==> config.mk <==
export PLATFORM = sky130hd
export DESIGN_NAME = frame_receiver_unstuff_crc16_check
export DESIGN_NICKNAME = d
export VERILOG_FILES = /design/src/frx_pkg.sv /design/src/frame_receiver_unstuff_crc16_check.sv /design/src/frx_core.sv
export SDC_FILE = /design/constraint.sdc
export NUM_CORES = 1
export LEC_CHECK = 0
export BUFFER_PORTS_ARGS = -buffer_cell sky130_fd_sc_hd__buf_2
export CORE_UTILIZATION = 55
export CTS_CLUSTER_DIAMETER = 60
export DETAILED_ROUTE_END_ITERATION = 16
export PLACE_DENSITY = 0.74
export SYNTH_ARGS = -nofsm -noshare
export SYNTH_HDL_FRONTEND = slang
export SYNTH_SLANG_ARGS = --single-unit
==> constraint.sdc <==
create_clock -name i_clk -period 6.9 [get_ports i_clk]
set_clock_uncertainty 0.2 [all_clocks]
set_input_delay 0.69 -clock i_clk [delete_from_list [all_inputs] [get_ports i_clk]]
set_output_delay 0.69 -clock i_clk [all_outputs]
set_load 0.01 [all_outputs]
==> src/frx_pkg.sv <==
`default_nettype none
package frx_pkg;

    localparam logic [7:0]  STX_BYTE    = 8'h8F;
    localparam logic [7:0]  ESC_BYTE    = 8'h9F;
    localparam logic [7:0]  TSTX_BYTE   = 8'h81;
    localparam logic [7:0]  TESC_BYTE   = 8'h83;
    localparam logic [15:0] SYNC_LENGTH = 16'h0100;
    localparam logic [15:0] CRC_INIT    = 16'hFFFF;

    localparam int KIND_W    = 2;
    localparam int OUT_DATA_W = 40;

    typedef enum logic [2:0] {
        PH_HUNT,
        PH_LEN_LO,
        PH_LEN_HI,
        PH_NUM_LO,
        PH_NUM_HI,
        PH_PAYLOAD,
        PH_CRC_LO,
        PH_CRC_HI
    } t_phase;

    typedef enum logic [KIND_W-1:0] {
        KIND_DATA = 2'd0,
        KIND_GOOD = 2'd1,
        KIND_BAD  = 2'd2,
        KIND_SYNC = 2'd3
    } t_kind;

    typedef struct packed {
        logic        valid;
        t_kind       kind;
        logic [7:0]  data;
        logic [15:0] number;
        logic [15:0] length;
    } t_result;

    // CRC-16/CCITT-FALSE, one byte, poly 0x1021, msb first
    function automatic logic [15:0] crc_byte(input logic [15:0] crc, input logic [7:0] b);
        logic [15:0] r;
        r = {crc[7:0], crc[15:8]} ^ {8'h00, b};
        r = r ^ {12'h000, r[7:4]};
        r = r ^ {r[3:0], 12'h000};
        r = r ^ {3'b000, r[7:0], 5'b00000};
        return r;
    endfunction

endpackage
`default_nettype wire

==> src/frame_receiver_unstuff_crc16_check.sv <==
// Path: an accepted beat is held in the input register, and its result is decoded from it into the output register.
// Throughput: one input beat per cycle while the output side takes its beats.
// A result waiting on the output holds the input register, even for beats with no result.
// Reset (synchronous, active low): hunt for start byte, CRC preset to all ones,
// sync answers not reported, both pipe stages empty.
`default_nettype none
module frame_receiver_unstuff_crc16_check
    import frx_pkg::*;
(
    input  wire                    i_clk,
    input  wire                    i_rst_n,
    input  wire                    i_cfg_wr_en,
    input  wire                    i_cfg_wr_data,
    input  wire                    i_s_axis_tvalid,
    output logic                   o_s_axis_tready,
    input  wire [7:0]              i_s_axis_tdata,  // raw_byte
    output logic                   o_m_axis_tvalid,
    input  wire                    i_m_axis_tready,
    output logic [OUT_DATA_W-1:0]  o_m_axis_tdata,  // data, frame_number, frame_length
    output logic [KIND_W-1:0]      o_m_axis_tuser   // kind
);

    logic        r_sync_mode;
    logic        r_in_valid;
    logic [7:0]  r_in_byte;
    logic        r_out_valid;
    t_result     r_out;
    t_result     w_res;
    logic        w_advance;

    // advance when the result slot is free or being drained
    assign w_advance       = !r_out_valid || i_m_axis_tready;
    assign o_s_axis_tready = !r_in_valid || w_advance;

    always_ff @(posedge i_clk) begin
        if (!i_rst_n) begin
            r_sync_mode <= 1'b0;
        end else if (i_cfg_wr_en) begin
            r_sync_mode <= i_cfg_wr_data;
        end
    end

    always_ff @(posedge i_clk) begin
        if (!i_rst_n) begin
            r_in_valid <= 1'b0;
        end else if (o_s_axis_tready) begin
            r_in_valid <= i_s_axis_tvalid;
        end
    end

    always_ff @(posedge i_clk) begin
        if (o_s_axis_tready && i_s_axis_tvalid) begin
            r_in_byte <= i_s_axis_tdata;
        end
    end

    frx_core u_core (
        .i_clk       (i_clk),
        .i_rst_n     (i_rst_n),
        .i_en        (r_in_valid && w_advance),
        .i_byte      (r_in_byte),
        .i_sync_mode (r_sync_mode),
        .o_res       (w_res)
    );

    always_ff @(posedge i_clk) begin
        if (!i_rst_n) begin
            r_out_valid <= 1'b0;
        end else if (w_advance) begin
            r_out_valid <= w_res.valid;
        end
    end

    always_ff @(posedge i_clk) begin
        if (w_advance && w_res.valid) begin
            r_out <= w_res;
        end
    end

    assign o_m_axis_tvalid = r_out_valid;
    assign o_m_axis_tdata  = {r_out.length, r_out.number, r_out.data};
    assign o_m_axis_tuser  = r_out.kind;

endmodule
`default_nettype wire

==> src/frx_core.sv <==
`default_nettype none
module frx_core
    import frx_pkg::*;
(
    input  wire        i_clk,
    input  wire        i_rst_n,
    input  wire        i_en,
    input  wire [7:0]  i_byte,
    input  wire        i_sync_mode,
    output t_result    o_res
);

    t_phase      r_phase, n_phase;
    logic        r_esc, n_esc;
    logic [15:0] r_length, n_length;
    logic [15:0] r_number, n_number;
    logic [15:0] r_left, n_left;
    logic [15:0] r_crc, n_crc;
    logic [7:0]  r_low, n_low;

    always_comb begin
        logic [7:0]  d;
        logic [15:0] word;
        logic        skip;
        n_phase  = r_phase;
        n_esc    = r_esc;
        n_length = r_length;
        n_number = r_number;
        n_left   = r_left;
        n_crc    = r_crc;
        n_low    = r_low;
        o_res    = '0;
        d        = i_byte;
        skip     = 1'b0;

        // undo escaping first; a lone ESC produces nothing
        if (r_esc) begin
            n_esc = 1'b0;
            if (i_byte == TSTX_BYTE) begin
                d = STX_BYTE;
            end else if (i_byte == TESC_BYTE) begin
                d = ESC_BYTE;
            end
        end else if (i_byte == ESC_BYTE) begin
            n_esc = 1'b1;
            skip  = 1'b1;
        end

        word = {d, r_low};

        if (!skip) begin
            case (r_phase)
                PH_HUNT: begin
                    if (d == STX_BYTE) begin
                        n_number = '0;
                        n_length = '0;
                        n_crc    = CRC_INIT;
                        n_phase  = PH_LEN_LO;
                    end
                end
                PH_LEN_LO: begin
                    n_low   = d;
                    n_crc   = crc_byte(r_crc, d);
                    n_phase = PH_LEN_HI;
                end
                PH_LEN_HI: begin
                    n_length = word;
                    if (word > 16'd1) begin
                        n_crc   = crc_byte(r_crc, d);
                        n_phase = PH_NUM_LO;
                    end else begin
                        // no number: fold in two zero bytes
                        n_crc   = crc_byte(crc_byte(crc_byte(r_crc, d), 8'h00), 8'h00);
                        n_phase = PH_CRC_LO;
                    end
                end
                PH_NUM_LO: begin
                    n_low   = d;
                    n_crc   = crc_byte(r_crc, d);
                    n_phase = PH_NUM_HI;
                end
                PH_NUM_HI: begin
                    n_number = word;
                    n_crc    = crc_byte(r_crc, d);
                    if (r_length == SYNC_LENGTH) begin
                        n_phase     = PH_HUNT;
                        o_res.valid = i_sync_mode;
                        o_res.kind  = KIND_SYNC;
                    end else begin
                        n_left  = r_length - 16'd2;
                        n_phase = (r_length == 16'd2) ? PH_CRC_LO : PH_PAYLOAD;
                    end
                end
                PH_PAYLOAD: begin
                    n_crc       = crc_byte(r_crc, d);
                    n_left      = r_left - 16'd1;
                    n_phase     = (r_left == 16'd1) ? PH_CRC_LO : PH_PAYLOAD;
                    o_res.valid = 1'b1;
                    o_res.kind  = KIND_DATA;
                    o_res.data  = d;
                end
                PH_CRC_LO: begin
                    n_low   = d;
                    n_phase = PH_CRC_HI;
                end
                PH_CRC_HI: begin
                    n_phase     = PH_HUNT;
                    o_res.valid = 1'b1;
                    o_res.kind  = (word == r_crc) ? KIND_GOOD : KIND_BAD;
                end
                default: begin
                    n_phase = PH_HUNT;
                end
            endcase
        end

        o_res.number = n_number;
        o_res.length = n_length;
        if (!i_en) begin
            o_res.valid = 1'b0;
        end
    end

    always_ff @(posedge i_clk) begin
        if (!i_rst_n) begin
            r_phase  <= PH_HUNT;
            r_esc    <= 1'b0;
            r_length <= '0;
            r_number <= '0;
            r_left   <= '0;
            r_crc    <= CRC_INIT;
            r_low    <= '0;
        end else if (i_en) begin
            r_phase  <= n_phase;
            r_esc    <= n_esc;
            r_length <= n_length;
            r_number <= n_number;
            r_left   <= n_left;
            r_crc    <= n_crc;
            r_low    <= n_low;
        end
    end

endmodule
`default_nettype wire
==> tab_implementation.tex <==
\begin{tabular}{lr}
\hline
Metric & Value \\
\hline
\multicolumn{2}{l}{\textbf{Place}} \\
\quad Final weighted congestion in routability-driven placement & approximately 0.9 \\
\quad DP Cell Count & 921 \\
\quad Detail Placement HPWL & between 10 and 15 mm \\
\quad Number of buffers inserted by port buffering & 57 \\
\multicolumn{2}{l}{\textbf{Final layout}} \\
\quad P\&R area growth vs syn & 13.5\% \\
\quad Layout cell share with drive strength beyond 1 & between 15 and 20\% \\
\quad Non-filler cells in the finished layout & approximately 950 \\
\quad Filler cell count & between 1000 and 1500 \\
\quad NumNets Final & a little under 800 \\
\quad Combined area of the multi-input logic cells & about 0.0037 mm2 \\
\quad Antenna diodes & 0 \\
\quad Combined flip-flop and latch cell area & between 0.003 and 0.004 mm2 \\
\multicolumn{2}{l}{\textbf{Worst setup path}} \\
\quad Highest net fanout along the worst path & 17 \\
\quad Worst path cell trace & and4bb\_1 -> nand3\_1 -> o211ai\_1 -> nand2b\_1 -> a22oi\_1 -> nor2\_1 \\
\quad Critical path's largest stage delay & 780 ps \\
\quad Crit path capture & u\_core.r\_length[10] \\
\quad Number of cells on the critical path & 6 \\
\quad Crit Path Class & flip-flop to flip-flop \\
\quad Cell family contributing the most delay on the critical path & simple AND/OR/NAND/NOR gates \\
\quad Timing startpoint of the critical path & r\_in\_byte[6] \\
\quad Slack of the worst reg-to-reg path & a little over 3000 ps \\
\quad Startpoint of the lowest-slack register-to-register path & r\_in\_byte[6] \\
\quad Worst path buffer plus inverter count & 0 \\
\quad Endpoint type of the worst setup path & flip-flop \\
\quad Critical Path AT & a little over 4000 ps \\
\quad Critical path required time & 7060 ps \\
\quad Slowest cell on the critical path & o211ai\_1 \\
\quad Worst r2r dst & u\_core.r\_length[10] \\
\quad Worst reg-to-reg path cell count & 6 \\
\quad Type of element launching the critical path & flip-flop \\
\multicolumn{2}{l}{\textbf{STA}} \\
\quad Worst max-slew margin expressed relative to the limit & 10.3\% \\
\quad Number of pins with negative max-slew slack in the final report & 0 \\
\quad Final setup fails & 0 \\
\quad Clock period minus worst slack & 3880 ps \\
\quad Worst Hold Margin & 235 ps \\
\quad Period utilisation layout & a little under three fifths \\
\quad Maximum achievable frequency & 258 MHz \\
\quad Final Hold Viols & 0 \\
\quad Post-Route Setup TNS & 0 ps \\
\quad Worst slew pin tran & about 1300 ps \\
\quad RSZ-0062 raised after global routing & no \\
\multicolumn{2}{l}{\textbf{CTS}} \\
\quad TritonCTS buffer count & 17 \\
\quad CTS tree & done \\
\quad Count of hold-fix buffers inserted at cts & 0 \\
\quad Clock root buffer & clkbuf\_16 \\
\quad Buffer count from post-CTS setup fixing & 0 \\
\quad Later-pin clock latency in the skew report & 430 ps \\
\quad Post-CTS resize count & 0 \\
\quad CTS H-tree depth & 4 \\
\quad Reg clk slew, reported paths & about 60 ps \\
\quad Largest buffer count on any clock path & 2 \\
\quad TritonCTS sink count & 129 \\
\multicolumn{2}{l}{\textbf{Power and ir drop}} \\
\quad Part of the total power dissipated in sequential elements & roughly two fifths \\
\quad Fraction of power consumed by combinational cells & about 8.6\% \\
\quad Power density of the placed cells & approximately 240 mW/mm2 \\
\quad Cell-internal power & around 0.0015 W \\
\quad Net Sw Power & between 0.0004 and 0.0005 W \\
\quad Clock network power share & approximately 50\% \\
\quad Lkg Pwr & 3.12 nW \\
\quad Largest voltage drop on the vdd net & roughly 120 uV \\
\quad Switching part of the total & between 20\% and 30\% \\
\multicolumn{2}{l}{\textbf{Floorplanning}} \\
\quad Die H & 116 um \\
\quad Count of standard-cell rows & 41 \\
\quad Initial Util & a little under three fifths \\
\quad Die footprint & around 0.013 mm2 \\
\quad Placeable Area & approximately 0.013 mm2 \\
\quad Die Width & around 120 um \\
\quad Top Ports & 58 \\
\multicolumn{2}{l}{\textbf{Logic synthesis}} \\
\quad Fraction of registers with async set/reset & 0\% \\
\quad Area fraction in compound gates after synthesis & roughly a fifth \\
\quad Top cells by area, synth & dfxtp\_1 22\%, edfxtp\_1 21\%, xnor2\_1 5.6\%, nor2\_1 5.2\%, a21oi\_1 3.5\% \\
\quad Area share of and/or/nand/nor cells after synthesis & between 15 and 20\% \\
\quad Fraction of post-synthesis cell area in the top cell type by area & between 20\% and 30\% \\
\quad Top cells by count, synth & 99 x nor2\_1, 79 x dfxtp\_1, 50 x edfxtp\_1, 49 x a21oi\_1, 47 x nand2\_1 \\
\quad Library cell with the highest instance count after synthesis & nor2\_1 \\
\quad Post-synth design cell area & roughly 0.0071 mm2 \\
\quad Main combinational cell family by area after synthesis & compound AO/OA/AOI/OAI gates \\
\quad Post-Syn Instances & between 700 and 800 \\
\quad Post-synthesis average cell area & $\sim$9.5 um2 \\
\quad Post-synth top flop & dfxtp\_1 \\
\quad Sequential cell area fraction in the yosys report & between 40\% and 50\% \\
\quad Net count after synthesis & 760 \\
\quad Number of distinct library cells after synthesis & 73 \\
\quad Number of enable flip-flop cells after synthesis & 50 \\
\quad Multiplexer area fraction after synthesis & 0.847\% \\
\quad Area leader, netlist & dfxtp\_1 \\
\quad Yosys Warn Count & 0 \\
\quad Adder-Cell Fraction of Synth Area & less than 1\% \\
\quad Post-Synth XOR/XNOR Area & 14.4\% \\
\quad Post-synthesis register bit count & around 130 \\
\multicolumn{2}{l}{\textbf{Route}} \\
\quad Detailed-route DRC error count & 0 \\
\quad Vias after detailed routing & roughly 6000 \\
\quad DR pass1 iterations & 6 \\
\quad Routed wire length & between 15 and 20 mm \\
\quad Routed Antenna Nets & 0 \\
\quad Average detailed-routed wire length per instance & around 20 um \\
\quad Number of DRC violations after detailed-routing iteration 0 & 641 \\
\quad DR vias/cell & around 6.3 \\
\multicolumn{2}{l}{\textbf{GRT}} \\
\quad Pin count of the biggest net entering global routing & 49 \\
\quad Sum of overflow across all layers after global routing & 0 \\
\quad Antenna violations before repair & 0 \\
\quad Via count of the first global-routing pass & about 5600 \\
\quad Overall routing resource usage & between 20\% and 30\% \\
\quad First-pass GRT wire length & just under 30 mm \\
\multicolumn{2}{l}{\textbf{Job}} \\
\quad Number of max-cap violations & 0 \\
\multicolumn{2}{l}{\textbf{Hold path}} \\
\quad Worst hold path class & input port to flip-flop \\
\multicolumn{2}{l}{\textbf{Run status}} \\
\quad Result of the run & completed \\
\hline
\end{tabular}
-- layer usage --
layer  share of wire [%]  global-route usage [%]
met1                  40                    36.4
met2                  49                    46.9
met3                 8.1                    5.02
met4                 3.3                    16.1
met5                   0                       0
-- power groups by stage --
stage	logic [W]	clock network, W	registers, W
floorplan	0.000142	0	0.000810
global placement	0.000161	0	0.000821
detailed placement	0.000164	0	0.000822
CTS	0.000166	0.000985	0.000805
global route	0.000179	0.00102	0.000806
finish	0.000168	0.000983	0.000806
-- per-stage QoR --
stage | util (%) | instance area, um2 | setup slack, ps | power (W)
2_1_floorplan | - | 7090 | 1660 | 0.000952
3_3_place_gp | 58.6 | 7400 | 3330 | 0.000982
3_5_place_dp | 58.6 | 7400 | 3140 | 0.000986
4_1_cts | 63.7 | 8040 | 3030 | 0.00196
5_1_grt | 63.8 | 8050 | 2830 | 0.00200
6_report | 63.8 | 8050 | 3020 | 0.00196
-- cell type report --
cell class / instances / share of cell area [%]
repair buffers: 63 / 4.11
clock buffers: 19 / 5.51
inverters: 13 / 0.607
well taps: 172 / 2.67
multi-input cells: 545 / 46.3
clock inverters: 13 / 2.47
flip-flops and latches: 129 / 38.3
-- cells in the final DEF, fill, tap and decap left out, types with 11 or more instances in the layout --
| master | netlist | final |
|---|---|---|
| buf_2 | 7 | 57 |
| edfxtp_1 | 50 | 50 |
| nand3_1 | 14 | 14 |
| nor3_1 | 29 | 28 |
| clkbuf_16 | 0 | 17 |
| o21ai_0 | 45 | 45 |
| nor2_1 | 99 | 99 |
| a22oi_1 | 26 | 26 |
| nand2_1 | 47 | 47 |
| a21oi_1 | 49 | 49 |
| inv_1 | 11 | 11 |
| xor2_1 | 18 | 18 |
| xnor2_1 | 45 | 45 |
| dfxtp_1 | 79 | 79 |
| a22o_1 | 24 | 24 |
-- flip-flops by register name (all words and copies together), names as in the netlist --
signal and count:
o_m_axis_tvalid 1, u_core.r_length 16, r_sync_mode 1, o_m_axis_tdata 40
o_m_axis_tuser 2, r_in_valid 1, u_core.r_phase 3, u_core.r_number 16
r_in_byte 8, u_core.r_esc 1, u_core.r_low 8, u_core.r_crc 16
u_core.r_left 16
-- worst register-to-register path, stage by stage, from the launching register on --
cell	delay (ps)
edfxtp_1	630
and4bb_1	770
nand3_1	490
o211ai_1	780
nand2b_1	610
a22oi_1	190
nor2_1	140
-- logic make-up (layout without fill, tap and decap cells) --
family / count (synthesis) / after routing
AOI/OAI and AO/OA: 207 / 207
xor gates and xnor gates: 85 / 85
and+or+nand+nor: 244 / 244
adders and majority gates: 3 / 3
buffers and inverters: 69 / 108
DFF: 129 / 129
muxes: 6 / 6
-- worst min path at each step --
| stage | start | endpoint | slack, ps | depth (start not counted) |
|---|---|---|---|---|
| 2_1_floorplan | u_core.r_left[14] | u_core.r_left[14] | 250 | 2 |
| 3_3_place_gp | u_core.r_left[14] | u_core.r_left[14] | 260 | 2 |
| 3_5_place_dp | u_core.r_left[14] | u_core.r_left[14] | 280 | 2 |
| 4_1_cts | i_s_axis_tdata[3] | r_in_byte[3] | 230 | 1 |
| 5_1_grt | i_s_axis_tdata[6] | r_in_byte[6] | 230 | 1 |
| 6_report | i_s_axis_tdata[3] | r_in_byte[3] | 240 | 1 |
No activity file was read; power rests on OpenSTA's default activity.
